<file path="config.mk">
export PLATFORM = sky130hd
export DESIGN_NAME = c_like_token_lexer
export DESIGN_NICKNAME = d
export VERILOG_FILES = /design/src/sv/ctl_pkg.sv /design/src/sv/ctl_front.sv /design/src/sv/ctl_back.sv /design/src/sv/c_like_token_lexer.sv
export SDC_FILE = /design/constraint.sdc
export NUM_CORES = 1
export LEC_CHECK = 0
export BUFFER_PORTS_ARGS = -buffer_cell sky130_fd_sc_hd__buf_2
export CAP_MARGIN = 10
export CORE_MARGIN = 8
export CORE_UTILIZATION = 45
export DETAILED_ROUTE_END_ITERATION = 10
export PLACE_DENSITY = 0.66
export SLEW_MARGIN = 5
export SYNTH_ARGS = -nofsm -noshare
export SYNTH_HDL_FRONTEND = slang
export SYNTH_SLANG_ARGS = --single-unit
</file>
<file path="constraint.sdc">
create_clock -name clk -period 14.59 [get_ports clk]
set_input_delay 1.459 -clock clk [delete_from_list [all_inputs] [get_ports clk]]
set_output_delay 1.459 -clock clk [all_outputs]
set_load 0.005 [all_outputs]
</file>
<file path="src/sv/ctl_pkg.sv">
// Shared types, constants and helper functions of the token lexer.
package ctl_pkg;

	localparam int VALUE_BITS = 32;
	localparam int LINE_BITS = 16;
	localparam int KIND_BITS = 6;
	localparam int LEN_BITS = 8;
	localparam int CHAR_BITS = 8;
	localparam int FIFO_DEPTH = 4;
	localparam int FIFO_AW = $clog2(FIFO_DEPTH);

	localparam logic [VALUE_BITS-1:0] VALUE_MAX = {VALUE_BITS{1'b1}};
	localparam logic [LINE_BITS-1:0] LINE_MAX = {LINE_BITS{1'b1}};
	localparam logic [LEN_BITS-1:0] LEN_MAX = {LEN_BITS{1'b1}};

	typedef enum logic [1:0] {
		MODE_IDLE   = 2'd0,
		MODE_IDENT  = 2'd1,
		MODE_NUMBER = 2'd2,
		MODE_OPER   = 2'd3
	} mode_t;

	localparam logic [KIND_BITS-1:0] K_IDENT    = 6'd0;
	localparam logic [KIND_BITS-1:0] K_NUMBER   = 6'd1;
	localparam logic [KIND_BITS-1:0] K_ASSIGN   = 6'd2;
	localparam logic [KIND_BITS-1:0] K_PLUS     = 6'd3;
	localparam logic [KIND_BITS-1:0] K_MINUS    = 6'd4;
	localparam logic [KIND_BITS-1:0] K_STAR     = 6'd5;
	localparam logic [KIND_BITS-1:0] K_SLASH    = 6'd6;
	localparam logic [KIND_BITS-1:0] K_PERCENT  = 6'd7;
	localparam logic [KIND_BITS-1:0] K_LPAREN   = 6'd8;
	localparam logic [KIND_BITS-1:0] K_RPAREN   = 6'd9;
	localparam logic [KIND_BITS-1:0] K_LBRACE   = 6'd10;
	localparam logic [KIND_BITS-1:0] K_RBRACE   = 6'd11;
	localparam logic [KIND_BITS-1:0] K_LBRACK   = 6'd12;
	localparam logic [KIND_BITS-1:0] K_RBRACK   = 6'd13;
	localparam logic [KIND_BITS-1:0] K_SEMI     = 6'd14;
	localparam logic [KIND_BITS-1:0] K_COMMA    = 6'd15;
	localparam logic [KIND_BITS-1:0] K_AMP      = 6'd16;
	localparam logic [KIND_BITS-1:0] K_LT       = 6'd17;
	localparam logic [KIND_BITS-1:0] K_GT       = 6'd18;
	localparam logic [KIND_BITS-1:0] K_LE       = 6'd19;
	localparam logic [KIND_BITS-1:0] K_GE       = 6'd20;
	localparam logic [KIND_BITS-1:0] K_EQ       = 6'd21;
	localparam logic [KIND_BITS-1:0] K_NE       = 6'd22;
	localparam logic [KIND_BITS-1:0] K_IF       = 6'd23;
	localparam logic [KIND_BITS-1:0] K_ELSE     = 6'd24;
	localparam logic [KIND_BITS-1:0] K_WHILE    = 6'd25;
	localparam logic [KIND_BITS-1:0] K_DO       = 6'd26;
	localparam logic [KIND_BITS-1:0] K_FOR      = 6'd27;
	localparam logic [KIND_BITS-1:0] K_BREAK    = 6'd28;
	localparam logic [KIND_BITS-1:0] K_CONTINUE = 6'd29;
	localparam logic [KIND_BITS-1:0] K_RETURN   = 6'd30;
	localparam logic [KIND_BITS-1:0] K_INT      = 6'd31;
	localparam logic [KIND_BITS-1:0] K_NOT      = 6'd36;
	localparam logic [KIND_BITS-1:0] K_ANDAND   = 6'd37;
	localparam logic [KIND_BITS-1:0] K_OROR     = 6'd38;
	localparam logic [KIND_BITS-1:0] K_DEBUG    = 6'd39;
	localparam logic [KIND_BITS-1:0] K_EOF      = 6'd40;
	localparam logic [KIND_BITS-1:0] K_UNKNOWN  = 6'd41;

	typedef struct packed {
		logic [KIND_BITS-1:0]  kind;
		logic [LINE_BITS-1:0]  line;
		logic [VALUE_BITS-1:0] value;
		logic [LEN_BITS-1:0]   len;
		logic                  ovf;
		logic                  last;
	} token_t;

	// one classified input word, with up to two tokens
	typedef struct packed {
		logic   v0;
		logic   v1;
		token_t t0;
		token_t t1;
	} pair_t;

	function automatic logic is_alpha(input logic [CHAR_BITS-1:0] c);
		return (c >= "a" && c <= "z") || (c >= "A" && c <= "Z");
	endfunction

	function automatic logic is_digit(input logic [CHAR_BITS-1:0] c);
		return c >= "0" && c <= "9";
	endfunction

	function automatic logic is_space(input logic [CHAR_BITS-1:0] c);
		return c == " " || (c >= 8'd9 && c <= 8'd13);
	endfunction

	function automatic logic [KIND_BITS-1:0] ident_kind(input logic [63:0] p,
		input logic [LEN_BITS-1:0] n);
		logic [KIND_BITS-1:0] k;
		k = K_IDENT;
		if (n == 8'd2 && p[15:0] == 16'h6669) k = K_IF;
		if (n == 8'd4 && p[31:0] == 32'h65736c65) k = K_ELSE;
		if (n == 8'd5 && p[39:0] == 40'h656c696877) k = K_WHILE;
		if (n == 8'd2 && p[15:0] == 16'h6f64) k = K_DO;
		if (n == 8'd3 && p[23:0] == 24'h726f66) k = K_FOR;
		if (n == 8'd5 && p[39:0] == 40'h6b61657262) k = K_BREAK;
		if (n == 8'd8 && p == 64'h65756e69746e6f63) k = K_CONTINUE;
		if (n == 8'd6 && p[47:0] == 48'h6e7275746572) k = K_RETURN;
		if (n == 8'd3 && p[23:0] == 24'h746e69) k = K_INT;
		if (n == 8'd5 && p[39:0] == 40'h6775626564) k = K_DEBUG;
		return k;
	endfunction

	function automatic logic [KIND_BITS-1:0] single_kind(input logic [CHAR_BITS-1:0] c);
		logic [KIND_BITS-1:0] k;
		case (c)
			"=": k = K_ASSIGN;
			"<": k = K_LT;
			">": k = K_GT;
			"!": k = K_NOT;
			"&": k = K_AMP;
			"+": k = K_PLUS;
			"-": k = K_MINUS;
			"*": k = K_STAR;
			"/": k = K_SLASH;
			"%": k = K_PERCENT;
			"(": k = K_LPAREN;
			")": k = K_RPAREN;
			"{": k = K_LBRACE;
			"}": k = K_RBRACE;
			"[": k = K_LBRACK;
			"]": k = K_RBRACK;
			";": k = K_SEMI;
			",": k = K_COMMA;
			default: k = K_UNKNOWN;
		endcase
		return k;
	endfunction

	function automatic logic [KIND_BITS-1:0] double_kind(input logic [CHAR_BITS-1:0] c);
		logic [KIND_BITS-1:0] k;
		case (c)
			"=": k = K_EQ;
			"<": k = K_LE;
			">": k = K_GE;
			"!": k = K_NE;
			"&": k = K_ANDAND;
			default: k = K_OROR;
		endcase
		return k;
	endfunction

endpackage

</file>
<file path="src/sv/ctl_front.sv">
// Front end: scans one byte a cycle while take is high and classifies it into at most two tokens.
module ctl_front (
	input  logic                         clk,
	input  logic                         arst_n,
	input  logic                         take,
	input  logic [ctl_pkg::CHAR_BITS-1:0] c,
	input  logic                         eoi,
	output ctl_pkg::pair_t               pair
);

	ctl_pkg::mode_t                   mode_q, mode_d;
	logic [ctl_pkg::CHAR_BITS-1:0]    op_q, op_d;
	logic [63:0]                      pfx_q, pfx_d;
	logic [ctl_pkg::LEN_BITS-1:0]     cnt_q, cnt_d;
	logic [ctl_pkg::VALUE_BITS-1:0]   acc_q, acc_d;
	logic                             sat_q, sat_d;
	logic [ctl_pkg::LINE_BITS-1:0]    line_q, line_d;

	logic                             at_end, flush, two_ok;
	ctl_pkg::token_t                  ft, st;
	logic                             fv, sv;
	logic [ctl_pkg::VALUE_BITS+4:0]   prod;
	logic [ctl_pkg::VALUE_BITS-1:0]   dig;
	logic [ctl_pkg::KIND_BITS-1:0]    sk;

	always_comb begin
		dig = {{(ctl_pkg::VALUE_BITS-4){1'b0}}, c[3:0]};
		prod = {5'd0, acc_q} * (ctl_pkg::VALUE_BITS+5)'(10)
			+ {5'd0, dig};
	end

	always_comb begin
		mode_d = mode_q;
		op_d = op_q;
		pfx_d = pfx_q;
		cnt_d = cnt_q;
		acc_d = acc_q;
		sat_d = sat_q;
		line_d = line_q;
		at_end = eoi || c == '0;
		two_ok = (c == "=" && op_q != "&" && op_q != "|") ||
			(c == "&" && op_q == "&") || (c == "|" && op_q == "|");
		flush = 1'b0;
		fv = 1'b0;
		sv = 1'b0;
		ft = '0;
		st = '0;
		ft.line = line_q;
		st.line = line_q;
		sk = ctl_pkg::single_kind(c);

		case (mode_q)
			ctl_pkg::MODE_IDENT: begin
				ft.kind = ctl_pkg::ident_kind(pfx_q, cnt_q);
				ft.len = cnt_q;
			end
			ctl_pkg::MODE_NUMBER: begin
				ft.kind = ctl_pkg::K_NUMBER;
				ft.value = acc_q;
				ft.ovf = sat_q;
			end
			ctl_pkg::MODE_OPER: begin
				ft.kind = ctl_pkg::single_kind(op_q);
				if (ft.kind == ctl_pkg::K_UNKNOWN)
					ft.value = {{(ctl_pkg::VALUE_BITS-8){1'b0}}, op_q};
			end
			default: ft.kind = ctl_pkg::K_EOF;
		endcase

		if (at_end) begin
			flush = 1'b1;
			sv = 1'b1;
			st.kind = ctl_pkg::K_EOF;
		end else if (mode_q == ctl_pkg::MODE_IDENT &&
			(ctl_pkg::is_alpha(c) || ctl_pkg::is_digit(c) || c == "_")) begin
			if (cnt_q < 8'd8) pfx_d = pfx_q | ({56'd0, c} << {cnt_q[2:0], 3'b000});
			if (cnt_q != ctl_pkg::LEN_MAX) cnt_d = cnt_q + 1'b1;
		end else if (mode_q == ctl_pkg::MODE_NUMBER && ctl_pkg::is_digit(c)) begin
			if (prod[ctl_pkg::VALUE_BITS+4:ctl_pkg::VALUE_BITS] != '0) begin
				acc_d = ctl_pkg::VALUE_MAX;
				sat_d = 1'b1;
			end else begin
				acc_d = prod[ctl_pkg::VALUE_BITS-1:0];
			end
		end else if (mode_q == ctl_pkg::MODE_OPER && two_ok) begin
			fv = 1'b1;
			ft.kind = ctl_pkg::double_kind(op_q);
			ft.value = '0;
			mode_d = ctl_pkg::MODE_IDLE;
			op_d = '0;
		end else begin
			flush = 1'b1;
			if (ctl_pkg::is_space(c)) begin
				if (c == 8'd10 && line_q != ctl_pkg::LINE_MAX) line_d = line_q + 1'b1;
			end else if (ctl_pkg::is_alpha(c) || ctl_pkg::is_digit(c) || c == "=" ||
				c == "<" || c == ">" || c == "!" || c == "&" || c == "|") begin
				// handled after flush below
			end else begin
				sv = 1'b1;
				st.kind = sk;
				if (sk == ctl_pkg::K_UNKNOWN)
					st.value = {{(ctl_pkg::VALUE_BITS-8){1'b0}}, c};
			end
		end

		if (flush) begin
			fv = mode_q != ctl_pkg::MODE_IDLE;
			mode_d = ctl_pkg::MODE_IDLE;
			op_d = '0;
			pfx_d = '0;
			cnt_d = '0;
			acc_d = '0;
			sat_d = 1'b0;
			if (at_end) begin
				line_d = {{(ctl_pkg::LINE_BITS-1){1'b0}}, 1'b1};
			end else if (ctl_pkg::is_alpha(c)) begin
				mode_d = ctl_pkg::MODE_IDENT;
				pfx_d = {56'd0, c};
				cnt_d = 8'd1;
			end else if (ctl_pkg::is_digit(c)) begin
				mode_d = ctl_pkg::MODE_NUMBER;
				acc_d = dig;
			end else if (c == "=" || c == "<" || c == ">" || c == "!" || c == "&" ||
				c == "|") begin
				mode_d = ctl_pkg::MODE_OPER;
				op_d = c;
			end
		end

		ft.last = !sv;
		st.last = 1'b1;
		pair.v0 = fv || sv;
		pair.v1 = fv && sv;
		pair.t0 = fv ? ft : st;
		pair.t1 = st;
	end

	always_ff @(posedge clk or negedge arst_n) begin
		if (!arst_n) begin
			mode_q <= ctl_pkg::MODE_IDLE;
			op_q <= '0;
			pfx_q <= '0;
			cnt_q <= '0;
			acc_q <= '0;
			sat_q <= 1'b0;
			line_q <= {{(ctl_pkg::LINE_BITS-1){1'b0}}, 1'b1};
		end else if (take) begin
			mode_q <= mode_d;
			op_q <= op_d;
			pfx_q <= pfx_d;
			cnt_q <= cnt_d;
			acc_q <= acc_d;
			sat_q <= sat_d;
			line_q <= line_d;
		end
	end

	a_pair_order: assert property (@(posedge clk) disable iff (!arst_n)
		pair.v1 |-> pair.v0)
		else $error("second token without first");
	a_idle_count: assert property (@(posedge clk) disable iff (!arst_n)
		mode_q == ctl_pkg::MODE_IDLE |-> cnt_q == '0)
		else $error("idle with identifier count");
	a_line_nonzero: assert property (@(posedge clk) disable iff (!arst_n)
		line_q != '0)
		else $error("line count zero");

endmodule

</file>
<file path="src/sv/ctl_back.sv">
// Back end: token queue that takes up to two tokens a cycle while room is high and pops one.
module ctl_back (
	input  logic           clk,
	input  logic           arst_n,
	input  logic           wr,
	input  ctl_pkg::pair_t pair,
	output logic           room,
	input  logic           rd,
	output logic           nonempty,
	output ctl_pkg::token_t head
);

	ctl_pkg::token_t             mem_q [ctl_pkg::FIFO_DEPTH];
	logic [ctl_pkg::FIFO_AW-1:0] wp_q, rp_q;
	logic [ctl_pkg::FIFO_AW:0]   cnt_q;
	logic [ctl_pkg::FIFO_AW:0]   nin, nout;

	always_comb begin
		nonempty = cnt_q != '0;
		nin = wr ? ({{ctl_pkg::FIFO_AW{1'b0}}, pair.v0} + {{ctl_pkg::FIFO_AW{1'b0}}, pair.v1})
			: '0;
		nout = {{ctl_pkg::FIFO_AW{1'b0}}, rd && nonempty};
		room = cnt_q <= (ctl_pkg::FIFO_AW+1)'(ctl_pkg::FIFO_DEPTH - 2);
		head = mem_q[rp_q];
	end

	always_ff @(posedge clk) begin
		if (wr && pair.v0) mem_q[wp_q] <= pair.t0;
		if (wr && pair.v1) mem_q[wp_q + 1'b1] <= pair.t1;
	end

	always_ff @(posedge clk or negedge arst_n) begin
		if (!arst_n) begin
			wp_q <= '0;
			rp_q <= '0;
			cnt_q <= '0;
		end else begin
			wp_q <= wp_q + nin[ctl_pkg::FIFO_AW-1:0];
			rp_q <= rp_q + nout[ctl_pkg::FIFO_AW-1:0];
			cnt_q <= cnt_q + nin - nout;
		end
	end

	a_not_overfilled: assert property (@(posedge clk) disable iff (!arst_n)
		cnt_q <= (ctl_pkg::FIFO_AW+1)'(ctl_pkg::FIFO_DEPTH))
		else $error("queue overfilled");
	a_write_room: assert property (@(posedge clk) disable iff (!arst_n)
		(wr && nin != '0) |-> room)
		else $error("write without room");
	a_pointers: assert property (@(posedge clk) disable iff (!arst_n)
		ctl_pkg::FIFO_AW'(wp_q - rp_q) == cnt_q[ctl_pkg::FIFO_AW-1:0])
		else $error("pointer mismatch");

endmodule

</file>
<file path="src/sv/c_like_token_lexer.sv">
// Top level of the byte-serial token lexer.
// Takes one source byte per cycle (push when not full) and queues up to two tokens per
// byte in a four-entry token queue; full rises when fewer than two entries are free, so
// one byte a cycle flows as long as tokens are popped as fast as they are made. A
// token shows on the result ports while empty is low, with last_of_item marking the
// final token of its byte.
module c_like_token_lexer (
	input  logic        clk,
	input  logic        arst_n,
	input  logic        push,
	output logic        full,
	input  logic [7:0]  char_code,
	input  logic        end_of_input,
	output logic        empty,
	input  logic        pop,
	output logic [5:0]  token_kind,
	output logic [15:0] line_number,
	output logic [31:0] token_value,
	output logic [7:0]  ident_length,
	output logic        value_overflow,
	output logic        last_of_item
);

	ctl_pkg::pair_t  pair;
	ctl_pkg::token_t head;
	logic            room, nonempty, take;

	assign take = push && room;
	assign full = !room;
	assign empty = !nonempty;

	ctl_front u_front (
		.clk(clk), .arst_n(arst_n), .take(take), .c(char_code), .eoi(end_of_input),
		.pair(pair)
	);

	ctl_back u_back (
		.clk(clk), .arst_n(arst_n), .wr(take), .pair(pair), .room(room),
		.rd(pop), .nonempty(nonempty), .head(head)
	);

	assign token_kind = head.kind;
	assign line_number = head.line;
	assign token_value = head.value;
	assign ident_length = head.len;
	assign value_overflow = head.ovf;
	assign last_of_item = head.last;

endmodule

</file>
After elaboration in Yosys (flattened, before gate mapping) --
Memories as Yosys holds them, arrays and structs flattened. Index checks and enable logic that the tools add are counted.
Word-level totals: bits in registers 138, memory bits (writable) 256, output and inout bits 66, logic and storage cells 278, memories kept 1
Memory list:
- u_back.mem_q | words 4, width 64, read ports 1, clocked after Yosys merged registers in 0, write ports 2, RTL line ctl_back.sv:13 | ctl_pkg::token_t mem_q [ctl_pkg::FIFO_DEPTH];
Cells by class: add/sub/neg operators 9, $mul 1, order comparisons 10, eq/ne operators 69, shift-type cells 1, muxes and demuxes 112, bitwise operators 1, reduce and logical (&&, ||, !) cells 64
Operators by type and width (count):
- 32-bit two-way mux | 17
- 64-bit two-way mux | 6
- 8-bit by 6-bit == test with 1-bit output, second input constant | 29
- 6-bit case mux with 18 select lines | 2
- 8-bit two-way mux | 18
- 16-bit two-way mux | 8
- 40-bit by 39-bit == test with 1-bit output, second input constant | 3
- 8-bit by 7-bit == test with 1-bit output, second input constant | 11
- 6-bit two-way mux | 12
- 64-bit by 63-bit == test with 1-bit output, second input constant | 1
- 64-bit OR | 1
- 32-bit case mux with 2 select lines | 1
- 8-bit by 6-bit << shifter with 64-bit output | 1
- 24-bit by 23-bit == test with 1-bit output, second input constant | 2
- 48-bit by 47-bit == test with 1-bit output, second input constant | 1
- 5-bit two-way mux | 9
- 36-bit by 4-bit adder with 37-bit output | 1
- 32-bit by 3-bit multiplier with 35-bit output, second input constant | 1
- 16-bit by 15-bit == test with 1-bit output, second input constant | 2
- 32-bit by 31-bit == test with 1-bit output, second input constant | 1
- 6-bit case mux with 5 select lines | 1
- 1-bit logical AND | 27
- 1-bit two-way mux | 26
- 8-bit by 3-bit == test with 1-bit output, second input constant | 3
- other kinds (39) | 83

Logic depth before layout (Yosys ltp) --
Gate-level depths: netlist of the first run.
depth in word-level cells 21, gate-level depth with buffers 23, mapped depth without buffers 16

By module --
A second synthesis of the first run with hierarchy kept.
Second synthesis, totals: cells, all modules 2024, area total of the unflattened synthesis 24667.4 sq um
By module, submodules not included:
- ctl_back | times used 1, cells an instance 662, area each 13621.8 sq um
- ctl_front | times used 1, cells an instance 1359, area each 11031.8 sq um
- c_like_token_lexer | times used 1, cells an instance 3, area each 13.8 sq um

Worst setup path before layout of the first run --
OpenSTA, ideal clock, no wires.
kind input-to-reg, from in char_code[4], to mem u_back.mem_q[2][50] (netlist bit), data pin, setup time 0.259 ns, arrival 5.991 ns, data required time 14.331 ns, path slack 8.340 ns, cell stages on the path 21, buffers on the path 6, cells stage by stage buf_2 -> nor4b_1 -> and4_1 -> nand4_1 -> a31o_2 -> and2_1 -> clkbuf_1 -> a21oi_2 -> nor2_1 -> nor2_1 -> inv_1 -> buf_2 -> ha_1 -> nand2_1 -> or2_2 -> clkbuf_1 -> and2_1 -> clkbuf_1 -> inv_1 -> clkbuf_1 -> and2_1
RTL lines:
- from (decl) | RTL line c_like_token_lexer.sv:12 | input logic [7:0] char_code,
- to (decl) | RTL line ctl_back.sv:13

==> results of run 1 <==
final timing paths:
path,to,start
max,u_back.mem_q[3][57],char_code[5]
min,u_back.mem_q[2][7],u_back.mem_q[2][7]
max reg2reg,u_back.mem_q[3][57],u_front.op_q[5]
min reg2reg,u_back.mem_q[2][7],u_back.mem_q[2][7]
max in group asynchronous,u_front.pfx_q[11],arst_n
min in group asynchronous,u_front.line_q[11],arst_n
through the flow:
stage / util / hold WS (ns)
finish: 0.502 / 0.448
global route: 0.502 / 0.484
CTS: 0.502 / 0.453
detailed placement: 0.471 / 0.439
global placement: 0.471 / 0.428
floorplan: - / 0.420
tightest hold or removal path: stages (launching register included):
cell and delay [ns]:
dfxtp_1 0.32, nand2_1 0.04, o21ai_0 0.05
per-layer routing:
layer,routed length (µm),global-route usage,vias to the layer above
li1,-,-,7634
met1,25300,0.283,8193
met2,28100,0.359,567
met3,3480,0.0346,115
met4,1700,0.0683,0
met5,0,0,-
flip-flops by register name, summed over array words and instances, names as in the netlist:
name and cells:
u_back.cnt_q 3, u_back.mem_q 256, u_front.mode_q 2, u_front.line_q 16, u_front.acc_q 32, u_back.wp_q 2
u_front.op_q 8, u_back.rp_q 2, u_front.cnt_q 8, u_front.pfx_q 64, u_front.sat_q 1
area by class of cell:
class / count / area share
Timing Repair Buffer: 103 / 0.0252
Tap cell: 607 / 0.0328
Clock buffer: 55 / 0.0512
Sequential cell: 394 / 0.423
Multi-Input combinational cell: 1458 / 0.450
Inverter: 44 / 0.00713
Clock inverter: 25 / 0.0110
power by group:
part	switching, mW	internal [mW]
Clock	0.466	0.635
Combinational	1.36	0.912
Sequential	0.222	1.33
Total	2.05	2.88
cell families (layout without fill, tap and decap cells):
| family | after synthesis | after routing | synth area share |
|---|---|---|---|
| AO/OA/AOI/OAI | 565 | 565 | 0.181 |
| XOR/XNOR | 70 | 70 | 0.0294 |
| adder cells (fa/ha/maj) | 79 | 79 | 0.0485 |
| buffers and inverters | 170 | 227 | 0.0321 |
| flip-flops | 394 | 394 | 0.469 |
| multiplexers | 74 | 74 | 0.0741 |
| AND/OR/NAND/NOR | 670 | 670 | 0.165 |
placed cells by master, fill, tap and decap left out, drive strengths merged, types with 20 or more instances in the layout:
cell type and count:
nor2 166, nand2 151, a21oi 139, dfrtp 137, dfxtp 136, a22o 131, o21ai 121, edfxtp 120
buf 103, and2 79, ha 76, mux4 64, clkbuf 55, inv 48, nor3 46, nand3 40
a31oi 35, xor2 35, xnor2 35, o22ai 27, nor4 27, nand4 23, nor2b 23, and3 22
a21o 20, nand2b 20
==> impl_metrics.ini, run 1 <==
[synthesis]
yosys_warnings = 0
synth.top_cells.by_area = edfxtp_1 (17%), dfrtp_1 (16%), dfxtp_1 (13%), mux4_2 (6.9%), a22o_1 (5.5%)
syn-instance-count = 2022
async_reset_ff_frac = 0.350
synth_ff_type = dfrtp_1
synth_cell_types = 84
synth_top_area_frac = 0.173
synth_edf_count = 120
seq_area_frac_synth = 0.469
yosys-top-cells-count = nor2_1 (166), nand2_1 (151), a21oi_1 (138)
syn_nets = 2114
synth_largest_area_cell = edfxtp_1
yosysMostFrequentCell = nor2_1
synth-seq-cells = 394
syn_avg_cell_area_um2 = 10.3
synth_area_mm2 = 0.0208

[power_and_ir_drop]
ir_worst_vdd_uv = 112
leakagePower_nw = 9.10
total_power_mw = 4.92
power_density_mw_per_mm2 = 213

[sta]
tns_ns = 0
final-setup-viol-count = 0
fin_skew_ns = 0.0217
finalHoldViolCount = 0
drv_slew = 0
fin_ws_ns = 7.77
slew_headroom = 0.199
fin_crit_ns = 6.82
tightest_slew_ns = 1.20
post-route-period-util = 0.468
rsz0062_at_grt = false
fmax_mhz = 147

[setup_path]
cp-end-kind = flip-flop
crit_chain = buf_2 > nor4b_1 > and4_1 > nand4_1 > a31o_2 > and2_1 > a21oi_2 > nor2_1 > nor2_1 > ha_1 > nor2_1 > nand3_1 > and2_1 > buf_4 > inv_1 > buf_4 > and2_1
crit_slowest_cell = nor4b_1
worstSetupPathType = input pin to flip-flop
r2r_cells = 16
required_ns = 14.93
max_stage_delay_ns = 0.71
cpLargestDelayFamily = simple AND/OR/NAND/NOR gates
path_max_fanout = 35
ff2ff_setup_slack_ns = 8.46
path_depth = 17
crit_arrival_ns = 7.17
start_kind = input pin
cp_num_buf_inv = 4

[detailed_routing]
drt_iter0_drc = 1453
drc = 0
wl_per_cell_um = 21.8
num_vias = 16500
final_antenna_net_count = 0
first_pass_iters = 6
vias_per_cell = 6.15
wirelength_um = 58500

[outcome]
outcome = complete, no violations

[hold_path]
hold_path.class = flip-flop to flip-flop
whs_path_depth = 2

[placement]
portBuffers = 78
place_hpwl_um = 40200
place_inst = 2606
place_area_mm2 = 0.0217
dp_slack_ns = 7.23
place_congestion = 0.959

[job]
drv_cap = 0

[cells_and_area]
drive_above_1_share = 0.132
n_fill_cell = 4134
design_area_mm2 = 0.0232
multi_input_area_mm2 = 0.0104
stdcell_count = 2686
regArea_mm2 = 0.00979
final_net_count = 2136
insertedDiodeCount = 0
syn2layout_area_growth_pct = 11.2

[global_routing]
grt_util_all_layers = 0.215
overflow = 0
grt_pass1_vias = 16500
grt_max_degree = 73
grt_pass1_wl_um = 92500
antenna_found_initial = 0

[clock_tree]
tritoncts = yes
h-tree-depth = 2
path_clk_slew_ns = 0.06
cts_root_buffer = clkbuf_16
clkLatencyLatePin_ns = 0.59
cts_buffers = 43
post_cts.resized_instances = 0
cts_buffer_depth = 3
cts-hold-fix-buffers = 0
clock-sinks = 394
cts_setup_buffers = 0

[die]
die_w_um = 231
dieArea_mm2 = 0.0534
pin_count = 79
std_cell_rows = 79
coreArea_mm2 = 0.0462
initial_core_util = 0.451
fp.dieH_um = 231
Note: power is estimated with default switching activity, not from simulation.
==> inputs of run 2 (changes only) <==
ABC_AREA = 1   (was default)
clock period = 6.65 ns   (was 14.59 ns; I/O delays follow)
==> run 2 against run 1 <==
  * Die area grew 9.4%
  * Critical path depth grew 3
  * Clock skew grew 0.0049 ns
  * Worst hold slack lost 0.39 ns
  * Routed wire length grew 23%
  * Sequential power grew 86%
  * Synthesized cell count grew 55%
  * Worst setup slack lost 5.6 ns
  * Register-to-register slack lost 6.3 ns
==> impl_metrics.ini, run 2 <==
[cells_and_area]
final_net_count = 3250
n_fill_cell = 4999
regMostFlops = u_back.mem_q
layout_common_cells = nand2_1 (748), nor2_1 (379), o21ai_0 (332)
stdcell_count = 3864
syn2layout_area_growth_pct = 10.3
mostFrequentLayoutCell = nand2_1
insertedDiodeCount = 0
drive_above_1_share = 0.0909
top_regs = u_back.mem_q: 256 flops, u_front.pfx_q: 64 flops, u_front.acc_q: 32 flops
largest_register_ffs = 256

[synthesis]
synth_largest_area_cell = edfxtp_1
synth_cell_types = 62
seq_area_frac_synth = 0.426
synth_ff_type = dfrtp_1
synth_edf_count = 120
synth_area_mm2 = 0.0229
yosysMostFrequentCell = nand2_1
synth-seq-cells = 394
syn_avg_cell_area_um2 = 7.31
syn-instance-count = 3138
synth.top_cells.by_area = edfxtp_1 (16%), dfrtp_1 (15%), nand2_1 (12%), dfxtp_1 (12%), o21ai_0 (7.2%)
syn_nets = 3230
synth_top_area_frac = 0.157
yosys_warnings = 0
yosys-top-cells-count = nand2_1 (748), nor2_1 (384), o21ai_0 (332)
async_reset_ff_frac = 0.350

[clock_tree]
tritoncts = yes
cts_root_buffer = clkbuf_16
clkLatencyLatePin_ns = 0.59
path_clk_slew_ns = 0.06
cts_buffer_depth = 3
cts_setup_buffers = 0
post_cts.resized_instances = 0
cts-hold-fix-buffers = 0
clock-sinks = 394
cts_buffers = 43
h-tree-depth = 2

[global_routing]
grt_use_met3 = 0.0293
gr-usage-met1 = 0.346
grt_util_all_layers = 0.240
grt_max_degree = 77
overflow = 0
antenna_found_initial = 0
met2_usage = 0.377
top_usage_layer = met2
grt_pass1_vias = 20700
grt_pass1_wl_um = 115000

[setup_path]
crit_chain = buf_2 > inv_1 > nand2_1 > nor2_2 > inv_2 > nor2_1 > nor2_4 > inv_1 > nor2_1 > inv_1 > nand2_1 > buf_4 > ha_1 > nand2_1 > inv_1 > nand2_1 > inv_1 > nor2_4 > inv_1 > buf_4
crit_arrival_ns = 4.77
cp-end-kind = flip-flop
required_ns = 6.89
max_stage_delay_ns = 0.40
crit_path_start = char_code[2]
r2r_cells = 18
timing.rr.end = u_back.mem_q[2][56]
crit_slowest_cell = buf_4
worstSetupPathType = input pin to flip-flop
crit_top_cell = inv_1
r2r-start = u_front.op_q[6]
path_depth = 20
start_kind = input pin
cpLargestDelayFamily = buffers and inverters
ff2ff_setup_slack_ns = 2.14
worstSetupEndpoint = u_back.mem_q[2][56]
cp_num_buf_inv = 10
path_max_fanout = 47

[placement]
place_inst = 3785
place_hpwl_um = 51600
place_congestion = 0.938
portBuffers = 78
dp_slack_ns = 1.58

[die]
initial_core_util = 0.456
dieArea_mm2 = 0.0585
coreArea_mm2 = 0.0503
pin_count = 79
std_cell_rows = 82
die_w_um = 242
fp.dieH_um = 242

[detailed_routing]
wl_per_cell_um = 18.7
drc = 0
wirelength_um = 72200
num_vias = 21700
first_pass_iters = 6
drt_iter0_drc = 2045
final_antenna_net_count = 0
vias_per_cell = 5.61

[power_and_ir_drop]
internal_power_mw = 4.84
leakagePower_nw = 10.8
switching_share = 0.381
power_density_mw_per_mm2 = 309
clock_power_share = 0.306
switching_power_mw = 2.98
ir_worst_vdd_uv = 263
power_frac_seq = 0.369
power_frac_comb = 0.326

[hold_path]
hold_path.class = input pin to async pin

[sta]
post-route-period-util = 0.681
tns_ns = 0
final-setup-viol-count = 0
fin_ws_ns = 2.12
holdWs_ns = 0.0560
slew_headroom = 0.288
fin_crit_ns = 4.53
finalHoldViolCount = 0
drv_slew = 0
fin_skew_ns = 0.0266
fmax_mhz = 221
rsz0062_at_grt = false
tightest_slew_ns = 1.05

[job]
drv_cap = 0

[outcome]
outcome = complete, no violations
[run 2: cell families after synthesis]
logic type | synth area share
fa+ha+maj | 0.0441
xor+xnor | 0.0145
buf+inv | 0.0810
flops | 0.426
compound gates | 0.140
simple gates | 0.294
[run 2: cell type report]
cell class / count / area (µm²) / share of cell area
clock buffer: 54 / 1210 / 0.0479
clock inverter: 25 / 211 / 0.00836
inverter: 347 / 1310 / 0.0517
multi-input combinational: 2266 / 11300 / 0.448
sequential: 394 / 9790 / 0.387
tap: 672 / 841 / 0.0332
timing repair buffer: 106 / 607 / 0.0240
[run 2: worst min-delay path by stage]
stage | from | end | slack, ns | cells after the start
6_report | arst_n | u_back.rp_q[0] | 0.06 | 1
5_1_grt | arst_n | u_back.rp_q[0] | 0.09 | 1
4_1_cts | arst_n | u_back.rp_q[0] | 0.07 | 1
3_5_place_dp | u_back.mem_q[1][27] | u_back.mem_q[1][27] | 0.44 | 2
3_3_place_gp | u_back.mem_q[2][6] | u_back.mem_q[2][6] | 0.43 | 2
2_1_floorplan | arst_n | u_back.cnt_q[0] | 0.37 | 0
[run 2: worst reg2reg max path, cell delays in order, from the launching register on]
cell,delay [ns]
dfrtp_1,0.38
inv_1,0.12
nand3_1,0.15
nor2_2,0.25
nand3_1,0.24
o211ai_1,0.25
nand2_1,0.12
nor2_1,0.31
inv_1,0.16
nand2_1,0.14
buf_4,0.38
ha_1,0.22
nand2_1,0.07
inv_1,0.11
nand2_1,0.20
inv_1,0.24
nor2_4,0.04
inv_1,0.38
buf_4,0.40
[run 2: through the flow]
stage	util	total power [mW]	instance area [µm²]
2_1_floorplan	-	4.49	22900
3_3_place_gp	0.475	5.44	23900
3_5_place_dp	0.475	5.47	23900
4_1_cts	0.503	7.86	25300
5_1_grt	0.503	8.24	25300
6_report	0.503	7.82	25300
[run 2: routing by layer]
| layer | vias up | wire, µm |
|---|---|---|
| li1 | 10400 | - |
| met1 | 10400 | 33700 |
| met2 | 775 | 32400 |
| met3 | 91 | 4780 |
| met4 | 0 | 1350 |
| met5 | - | 0 |
[run 2: power by group through the flow]
stage | Combinational (mW) | Clock, mW | Sequential (mW)
2_1_floorplan | 1.64 | 0 | 2.85
3_3_place_gp | 2.51 | 0 | 2.92
3_5_place_dp | 2.54 | 0 | 2.93
4_1_cts | 2.55 | 2.42 | 2.88
5_1_grt | 2.80 | 2.53 | 2.91
6_report | 2.55 | 2.39 | 2.88
